[config.mk]
export PLATFORM = sky130hd
export DESIGN_NAME = i2c_transaction_sequencer
export DESIGN_NICKNAME = d
export VERILOG_FILES = /design/src/rtl/i2cts_pkg.sv /design/src/rtl/i2c_transaction_sequencer.sv
export VERILOG_INCLUDE_DIRS = /design/src /design/src/rtl
export SDC_FILE = /design/constraint.sdc
export NUM_CORES = 1
export LEC_CHECK = 0
export ABC_AREA = 1
export BUFFER_PORTS_ARGS = -buffer_cell sky130_fd_sc_hd__buf_2
export CORE_ASPECT_RATIO = 1.4
export CORE_MARGIN = 10
export CORE_UTILIZATION = 50
export CTS_BUF_LIST = sky130_fd_sc_hd__clkbuf_8 sky130_fd_sc_hd__clkbuf_16
export DETAILED_ROUTE_END_ITERATION = 6
export HOLD_SLACK_MARGIN = 0.06
export PLACE_DENSITY = 0.65
export SLEW_MARGIN = 10
export SYNTH_ARGS = -nofsm -noshare
export SYNTH_HDL_FRONTEND = slang
export SYNTH_SLANG_ARGS = --single-unit
[constraint.sdc]
create_clock -name clk -period 7.5 [get_ports clk]
set_input_delay 1.125 -clock clk [delete_from_list [all_inputs] [get_ports clk]]
set_output_delay 1.125 -clock clk [all_outputs]
set_load 0.02 [all_outputs]
[src/rtl/i2c_transaction_sequencer_assert.svh]
// assertion macros for the i2c transaction sequencer
// no dependencies; included by the modules that check their own logic
`ifndef I2C_TRANSACTION_SEQUENCER_ASSERT_SVH
`define I2C_TRANSACTION_SEQUENCER_ASSERT_SVH
`ifndef SYNTHESIS
`define I2CTS_ASSERT_IMPLY(label, clk, rst, ante, cons) \
  label: assert property (@(posedge clk) disable iff (rst) (ante) |-> (cons)) \
    else $error("assertion failed");
`define I2CTS_ASSERT_NEXT(label, clk, rst, ante, cons) \
  label: assert property (@(posedge clk) disable iff (rst) (ante) |=> (cons)) \
    else $error("assertion failed");
`else
`define I2CTS_ASSERT_IMPLY(label, clk, rst, ante, cons)
`define I2CTS_ASSERT_NEXT(label, clk, rst, ante, cons)
`endif
`endif

[src/rtl/i2cts_pkg.sv]
// shared types and constants of the i2c transaction sequencer
// no dependencies
package i2cts_pkg;

  localparam int BUF_DEPTH = 32;
  localparam int BUF_AW    = $clog2(BUF_DEPTH);

  typedef enum logic [1:0] {
    MODE_LOAD   = 2'd0,
    MODE_START  = 2'd1,
    MODE_EVENT  = 2'd2,
    MODE_CLEAR  = 2'd3
  } mode_t;

  typedef enum logic [2:0] {
    ACT_NONE    = 3'd0,
    ACT_START   = 3'd1,
    ACT_SEND    = 3'd2,
    ACT_STOP    = 3'd3,
    ACT_RELEASE = 3'd4,
    ACT_ACK     = 3'd5,
    ACT_NACK    = 3'd6
  } action_t;

  typedef enum logic [2:0] {
    LS_IDLE  = 3'd0,
    LS_BUSY  = 3'd1,
    LS_WDONE = 3'd2,
    LS_ARB   = 3'd3,
    LS_FULL  = 3'd4,
    LS_NACK  = 3'd5
  } link_t;

  localparam logic [7:0] ST_BUS_ERR    = 8'h00;
  localparam logic [7:0] ST_START      = 8'h08;
  localparam logic [7:0] ST_RESTART    = 8'h10;
  localparam logic [7:0] ST_SLA_W_ACK  = 8'h18;
  localparam logic [7:0] ST_SLA_W_NACK = 8'h20;
  localparam logic [7:0] ST_DW_ACK     = 8'h28;
  localparam logic [7:0] ST_DW_NACK    = 8'h30;
  localparam logic [7:0] ST_ARB_LOST   = 8'h38;
  localparam logic [7:0] ST_SLA_R_ACK  = 8'h40;
  localparam logic [7:0] ST_SLA_R_NACK = 8'h48;
  localparam logic [7:0] ST_DR_ACK     = 8'h50;
  localparam logic [7:0] ST_DR_NACK    = 8'h58;
  localparam logic [7:0] ST_SR_SLA     = 8'h60;
  localparam logic [7:0] ST_SR_ARB_SLA = 8'h68;
  localparam logic [7:0] ST_SR_GEN     = 8'h70;
  localparam logic [7:0] ST_SR_ARB_GEN = 8'h78;
  localparam logic [7:0] ST_SR_DATA    = 8'h80;
  localparam logic [7:0] ST_SR_DATA_N  = 8'h88;
  localparam logic [7:0] ST_SR_GDATA   = 8'h90;
  localparam logic [7:0] ST_SR_GDATA_N = 8'h98;
  localparam logic [7:0] ST_SR_STOP    = 8'hA0;
  localparam logic [7:0] ST_CODE_MASK  = 8'hF8;

  localparam logic [2:0] REG_STOP_AFTER_READ = 3'd0;

endpackage

[src/rtl/i2c_transaction_sequencer.sv]
// i2c transaction sequencer: input register, decision logic, result register
// depends on i2cts_pkg and i2c_transaction_sequencer_assert.svh
// an accepted input beat is held in the input register; its result is registered in the result register
// throughput: one beat per cycle through the combinational decision path; the input
// stalls only when the input register is full and the result register is stalled
// reset clears valids, link state, address, position, length, stop_after_read; not the buffer
`include "i2c_transaction_sequencer_assert.svh"
module i2c_transaction_sequencer
  import i2cts_pkg::*;
(
  input  logic       clk,
  input  logic       rst,
  input  logic       in_valid,
  output logic       in_stall,
  input  logic [1:0] mode,
  input  logic [4:0] buf_index,
  input  logic [7:0] write_byte,
  input  logic [6:0] target_addr,
  input  logic [5:0] length,
  input  logic       read_not_write,
  input  logic [7:0] bus_status,
  input  logic [7:0] rx_byte,
  output logic       out_valid,
  input  logic       out_stall,
  output logic [2:0] action,
  output logic [7:0] tx_byte,
  output logic [2:0] link_state,
  output logic [5:0] byte_count,
  output logic       start_refused,
  output logic       rx_valid,
  output logic [7:0] rx_data,
  input  logic       psel,
  input  logic       penable,
  input  logic       pwrite,
  input  logic [2:0] paddr,
  input  logic [31:0] pwdata,
  output logic [31:0] prdata,
  output logic       pready
);

  logic       stop_after_read;

  logic       s_valid;
  mode_t      s_mode;
  logic [4:0] s_index;
  logic [7:0] s_wbyte;
  logic [6:0] s_addr;
  logic [5:0] s_len;
  logic       s_rnw;
  logic [7:0] s_status;
  logic [7:0] s_rxb;

  link_t      link_status, link_next;
  logic [7:0] address_with_rw, address_next;
  logic [5:0] byte_position, position_next;
  logic [5:0] message_length, length_next;
  logic [7:0] tx_buffer [BUF_DEPTH];

  action_t    res_action;
  logic [7:0] res_tx;
  logic       res_refused;
  logic       res_rxv;
  logic [7:0] res_rxd;

  logic       accept;
  logic       advance;
  logic [7:0] code;
  logic [5:0] pos_bumped;
  logic [6:0] pos_plus_one;
  logic       pos_in_buf;
  logic [7:0] buf_rd;

  assign pready  = 1'b1;
  assign prdata  = (paddr[2] == REG_STOP_AFTER_READ[2]) ? {31'd0, stop_after_read} : 32'd0;

  always_ff @(posedge clk) begin
    if (rst) begin
      stop_after_read <= 1'b0;
    end else if (psel && penable && pwrite && pready &&
                 paddr[2] == REG_STOP_AFTER_READ[2]) begin
      stop_after_read <= pwdata[0];
    end
  end

  assign advance  = s_valid && (!out_valid || !out_stall);
  assign in_stall = s_valid && out_valid && out_stall;
  assign accept   = in_valid && !in_stall;

  always_ff @(posedge clk) begin
    if (rst) begin
      s_valid <= 1'b0;
    end else if (accept) begin
      s_valid <= 1'b1;
    end else if (advance) begin
      s_valid <= 1'b0;
    end
  end

  always_ff @(posedge clk) begin
    if (accept) begin
      s_mode   <= mode_t'(mode);
      s_index  <= buf_index;
      s_wbyte  <= write_byte;
      s_addr   <= target_addr;
      s_len    <= length;
      s_rnw    <= read_not_write;
      s_status <= bus_status;
      s_rxb    <= rx_byte;
    end
  end

  assign code         = s_status & ST_CODE_MASK;
  assign pos_bumped   = (byte_position == 6'h3F) ? byte_position : byte_position + 6'd1;
  assign pos_plus_one = {1'b0, pos_bumped} + 7'd1;
  assign pos_in_buf   = int'(byte_position) < BUF_DEPTH;
  assign buf_rd       = tx_buffer[byte_position[BUF_AW-1:0]];

  always_comb begin
    link_next     = link_status;
    address_next  = address_with_rw;
    position_next = byte_position;
    length_next   = message_length;
    res_action    = ACT_NONE;
    res_tx        = 8'd0;
    res_refused   = 1'b0;
    res_rxv       = 1'b0;
    res_rxd       = 8'd0;
    case (s_mode)
      MODE_LOAD: begin
      end
      MODE_START: begin
        if (link_status == LS_BUSY) begin
          res_refused = 1'b1;
        end else begin
          link_next     = LS_BUSY;
          address_next  = {s_addr, s_rnw};
          position_next = 6'd0;
          length_next   = s_len;
          res_action    = ACT_START;
        end
      end
      MODE_CLEAR: begin
        link_next = LS_IDLE;
      end
      MODE_EVENT: begin
        case (code)
          ST_START, ST_RESTART: begin
            res_action = ACT_SEND;
            res_tx     = address_with_rw;
          end
          ST_SLA_W_ACK, ST_DW_ACK: begin
            if (byte_position < message_length && pos_in_buf) begin
              res_action    = ACT_SEND;
              res_tx        = buf_rd;
              position_next = pos_bumped;
            end else begin
              res_action = ACT_STOP;
              link_next  = LS_WDONE;
            end
          end
          ST_ARB_LOST: begin
            res_action = ACT_RELEASE;
            link_next  = LS_ARB;
          end
          ST_DR_ACK: begin
            res_rxv       = 1'b1;
            res_rxd       = s_rxb;
            position_next = pos_bumped;
            res_action    = (pos_plus_one < {1'b0, message_length}) ? ACT_ACK : ACT_NACK;
          end
          ST_SLA_R_ACK: begin
            res_action = ({1'b0, byte_position} + 7'd1 < {1'b0, message_length}) ?
                         ACT_ACK : ACT_NACK;
          end
          ST_DR_NACK: begin
            res_rxv       = 1'b1;
            res_rxd       = s_rxb;
            position_next = pos_bumped;
            link_next     = LS_FULL;
            if (stop_after_read) begin
              res_action = ACT_STOP;
            end
          end
          ST_SLA_W_NACK, ST_SLA_R_NACK, ST_DW_NACK: begin
            link_next  = LS_NACK;
            res_action = ACT_STOP;
          end
          ST_SR_SLA, ST_SR_ARB_SLA, ST_SR_GEN, ST_SR_ARB_GEN: begin
            link_next  = LS_BUSY;
            res_action = ACT_ACK;
          end
          ST_SR_DATA, ST_SR_GDATA: begin
            res_action = ACT_ACK;
          end
          ST_SR_DATA_N, ST_SR_GDATA_N: begin
            res_action = ACT_RELEASE;
          end
          ST_SR_STOP: begin
            link_next  = LS_IDLE;
            res_action = ACT_RELEASE;
          end
          ST_BUS_ERR: begin
            res_action = ACT_STOP;
          end
          default: begin
          end
        endcase
      end
      default: begin
      end
    endcase
  end

  always_ff @(posedge clk) begin
    if (rst) begin
      link_status     <= LS_IDLE;
      address_with_rw <= 8'd0;
      byte_position   <= 6'd0;
      message_length  <= 6'd0;
    end else if (advance) begin
      link_status     <= link_next;
      address_with_rw <= address_next;
      byte_position   <= position_next;
      message_length  <= length_next;
    end
  end

  always_ff @(posedge clk) begin
    if (advance && s_mode == MODE_LOAD && int'(s_index) < BUF_DEPTH) begin
      tx_buffer[s_index[BUF_AW-1:0]] <= s_wbyte;
    end
  end

  always_ff @(posedge clk) begin
    if (rst) begin
      out_valid <= 1'b0;
    end else if (advance) begin
      out_valid <= 1'b1;
    end else if (!out_stall) begin
      out_valid <= 1'b0;
    end
  end

  always_ff @(posedge clk) begin
    if (advance) begin
      action        <= res_action;
      tx_byte       <= res_tx;
      link_state    <= link_next;
      byte_count    <= position_next;
      start_refused <= res_refused;
      rx_valid      <= res_rxv;
      rx_data       <= res_rxd;
    end
  end

  `I2CTS_ASSERT_IMPLY(a_stall_only_when_full, clk, rst, in_stall, s_valid && out_valid && out_stall)
  `I2CTS_ASSERT_IMPLY(a_refused_stays_busy, clk, rst, out_valid && start_refused, link_state == LS_BUSY)
  `I2CTS_ASSERT_IMPLY(a_start_clears_count, clk, rst, out_valid && action == ACT_START, byte_count == 6'd0 && link_state == LS_BUSY)
  `I2CTS_ASSERT_IMPLY(a_tx_only_on_send, clk, rst, out_valid && tx_byte != 8'd0, action == ACT_SEND)
  `I2CTS_ASSERT_NEXT(a_advance_fills_output, clk, rst, advance, out_valid)

endmodule
==> flow_metrics.py <==
metrics = {
    "outcome": {
        "status": "finished, final reports clean",
    },
    "timing": {
        "maxSlewViolCount": 0,
        "fin_crit_ns": 3.63,
        "finalCritPeriodShare_pct": 48.4,
        "final_hold_viol_count": 0,
        "hold_ws_ns": 0.461,
        "maxSlewHeadroom_pct": 17.4,
        "tightest_slew_ns": 1.24,
        "setup_viol": 0,
        "skew_ns": 0.0225,
        "fin_setup_tns_ns": 0,
        "fmax_ghz": 0.275,
        "rsz0062_at_grt": "false",
    },
    "finish": {
        "fin_cells": 1898,
        "nets": 1593,
        "design_area_sq_um": 17000,
        "regArea_sq_um": 10500,
        "multi_input_area_sq_um": 4190,
        "drive_gt1_share_pct": 10.9,
        "fin_util_pct": 56.6,
        "n_fill_cell": 2483,
        "area_growth_pct": 11.0,
    },
    "global_route": {
        "top_usage_layer": "met2",
        "grt_max_degree": 96,
        "use_met2_pct": 33.2,
        "antenna_found_initial": 3,
        "grt_pass1_wl_microns": 54600,
        "grt_pass1_vias": 10100,
        "grt_usage_pct": 18.0,
        "met1_usage_pct": 20.2,
        "grt_overflow": 0,
        "use_met3_pct": 2.69,
    },
    "routing": {
        "drtIter0Drc": 773,
        "vias": 10200,
        "wl_microns": 35300,
        "drc_errors": 0,
        "wl_per_cell_microns": 18.6,
        "detail-route-antenna-nets": 0,
        "viasPerCell": 5.38,
        "drt_pass1_iterations": 5,
    },
    "worst_setup_path": {
        "cpMaxStageDelayCell": "nor3_1",
        "path_common_cell": "inv_1",
        "path_class": "input pin to register",
        "crit_path_end_kind": "register",
        "crit_chain": "buf_2, nand2_1, inv_1, nor2_4, buf_4, inv_1, nor2_2, nand4_1, nor3_1",
        "rr_worst_depth": 8,
        "worstPathRequired_ns": 7.68,
        "startpoint_type": "input pin",
        "path_max_fanout": 54,
        "critPathTopFamily": "simple AND/OR/NAND/NOR gates",
        "cpPeakStageDelay_ns": 0.90,
        "setup.worst_path.start": "out_stall",
        "path_depth": 9,
        "cp.buffers_inverters": 4,
        "r2r-start": "out_valid$_SDFFE_PP0P_",
        "crit_arrival_ns": 3.81,
    },
    "synthesis": {
        "synth_compound_area_share_pct": 2.27,
        "netlist_area_sq_um": 15400,
        "ys_ff_latch": 359,
        "yosysUniqueCellTypes": 37,
        "synth_edf_count": 328,
        "synthMuxAreaShare_pct": 0,
        "synth_top_family_by_area": "simple AND/OR/NAND/NOR gates",
        "synth_ff_type": "edfxtp_1",
        "syn_inst": 1416,
        "synthAdderAreaFrac_pct": 1.71,
        "synth_xor_area_share_pct": 0.114,
        "syn_avg_cell_area_sq_um": 10.8,
        "synthArstFlopShare_pct": 0,
        "yosys_warnings": 0,
        "seq_area_frac_synth_pct": 68.2,
        "synth-simple-area-share_pct": 22.3,
    },
    "worst_hold_path": {
        "hp-start": "address_with_rw[2]$_SDFFE_PP0P_",
        "hp-class": "register to register",
        "hold-path-cell-count": 2,
    },
    "clock_tree": {
        "clk_latency_ns": 0.58,
        "cts_resized": 0,
        "clock-sinks": 359,
        "htreeDepth": 1,
        "cts_buffer_depth": 3,
        "ctsHoldBuffers": 0,
        "cts_setup_buffers": 0,
        "numCtsBuffers": 31,
        "cts_tree": "yes",
        "clk_pin_slew_worst_paths_ns": 0.06,
        "cts-root-buf": "clkbuf_16",
    },
    "floorplan": {
        "die_area_sq_um": 38200,
        "core-area_sq_um": 30100,
        "ios": 152,
        "initial_utilization_pct": 51.0,
        "row_count": 75,
        "die_w_microns": 168,
        "fp.dieH_microns": 227,
    },
    "power": {
        "total_leakage_power_nw": 6.61,
        "vdd_drop_max_v": 0.000224,
        "power_density_nw_per_um2": 248,
    },
    "placed_design": {
        "placed_cells": 1837,
        "placed_area_sq_um": 16000,
        "place_hpwl_microns": 22900,
        "gp_congestion": 0.906,
        "port_buffers": 83,
    },
    "run": {
        "drv_cap": 0,
    },
}
-- cells by family (layout without fill, tap and decap cells) --
group / after synthesis / count (layout)
adders and majority gates: 21 / 21
buffers and inverters: 174 / 238
other: 2 / 35
DFF: 359 / 359
AOI/OAI and AO/OA: 62 / 62
xor gates and xnor gates: 2 / 2
and+or+nand+nor: 796 / 796
-- layout make-up --
cell class	count	area share (%)
sequential	359	61.5
multi-input combinational	913	24.6
clock buffer	34	4.80
timing repair buffer	98	3.10
tap	385	2.83
inverter	82	1.83
clock inverter	24	1.32
antenna	3	0.0441
-- layout by cell type, fill, tap and decap left out, types with 2 or more instances in the layout --
cell type,synthesis,final
buf_4,32,15
clkbuf_16,0,31
o21bai_1,2,2
clkinv_1,4,7
a21oi_1,43,43
buf_2,33,83
bufinv_16,0,4
inv_6,0,2
nand3b_1,2,2
nand4_1,11,11
o21ai_0,5,5
diode_2,0,3
inv_1,76,81
clkinvlp_4,0,2
nand2_1,414,414
clkinv_2,0,7
nor3_1,11,10
nand3_1,261,261
xnor2_1,2,2
conb_1,2,32
clkbuf_8,0,3
o31ai_1,3,3
nor2_4,2,3
dfxtp_1,31,29
edfxtp_1,328,328
a211oi_1,5,5
ha_1,21,21
nand2_2,4,4
nor2_1,83,83
-- sequential cells by signal, indices dropped and copies added (netlist names), 5 cells and up, named ones only --
signal and cells:
address_with_rw 8, byte_count 6, byte_position 6, message_length 6
rx_data 8, s_addr 7, s_index 5, s_len 6
s_rxb 8, s_status 5, s_wbyte 8, tx_buffer 256
tx_byte 8
-- power breakdown --
part / switching [W] / internal [W] / leakage, nW
sequential: 0.0000370 / 0.00222 / 3.27
clock: 0.000696 / 0.000922 / 0.534
combinational: 0.000247 / 0.0000992 / 2.81
-- through the flow --
| step | setup WS [ns] | total power, W |
|---|---|---|
| final | 3.87 | 0.00422 |
| after global routing | 3.59 | 0.00437 |
| after CTS | 3.80 | 0.00425 |
| after detailed placement | 3.22 | 0.00264 |
| after global placement | 3.25 | 0.00264 |
| after floorplan | 4.54 | 0.00253 |
-- synthesized netlist by cell type (2+ instances only) --
cell type / count / share of area, %
nand2_2: 4 / 0.16
dfxtp_1: 31 / 4.0
a211oi_1: 5 / 0.24
clkinv_1: 4 / 0.098
nand4_1: 11 / 0.45
nand2_1: 414 / 10
inv_1: 76 / 1.9
edfxtp_1: 328 / 64
nor2_1: 83 / 2.0
ha_1: 21 / 1.7
a21oi_1: 43 / 1.4
buf_4: 32 / 1.6
nor2_4: 2 / 0.15
o31ai_1: 3 / 0.15
nand3_1: 261 / 8.5
conb_1: 2 / 0.049
buf_1: 3 / 0.073
xnor2_1: 2 / 0.11
buf_2: 33 / 1.1
o21bai_1: 2 / 0.098
nand3b_1: 2 / 0.098
nor2_2: 2 / 0.081
nor3_1: 11 / 0.36
clkbuf_1: 24 / 0.59
o21ai_0: 5 / 0.16
-- path summary, 6_finish.rpt --
path         slack, ns                         endpoint
max               3.87       tx_buffer[30][1]$_DFFE_PP_
min reg2reg       0.46  address_with_rw[2]$_SDFFE_PP0P_
min               0.46  address_with_rw[2]$_SDFFE_PP0P_
max reg2reg       4.21       tx_buffer[30][1]$_DFFE_PP_
-- routing by layer --
layer / vias up / wire, microns / part of all wire (%)
met5: - / 0 / 0
met4: 0 / 1260 / 3.6
met3: 71 / 2010 / 5.7
met2: 325 / 18700 / 53
met1: 4859 / 13400 / 38
li1: 4952 / - / -
-- tightest hold or removal path: cells and delay by family, from the launching register on --
family | cells | cell delay (ns)
AO/OA/AOI/OAI | 1 | 0.05
flip-flops | 1 | 0.31
AND/OR/NAND/NOR | 1 | 0.06
Power figures use the tool's default switching activity.
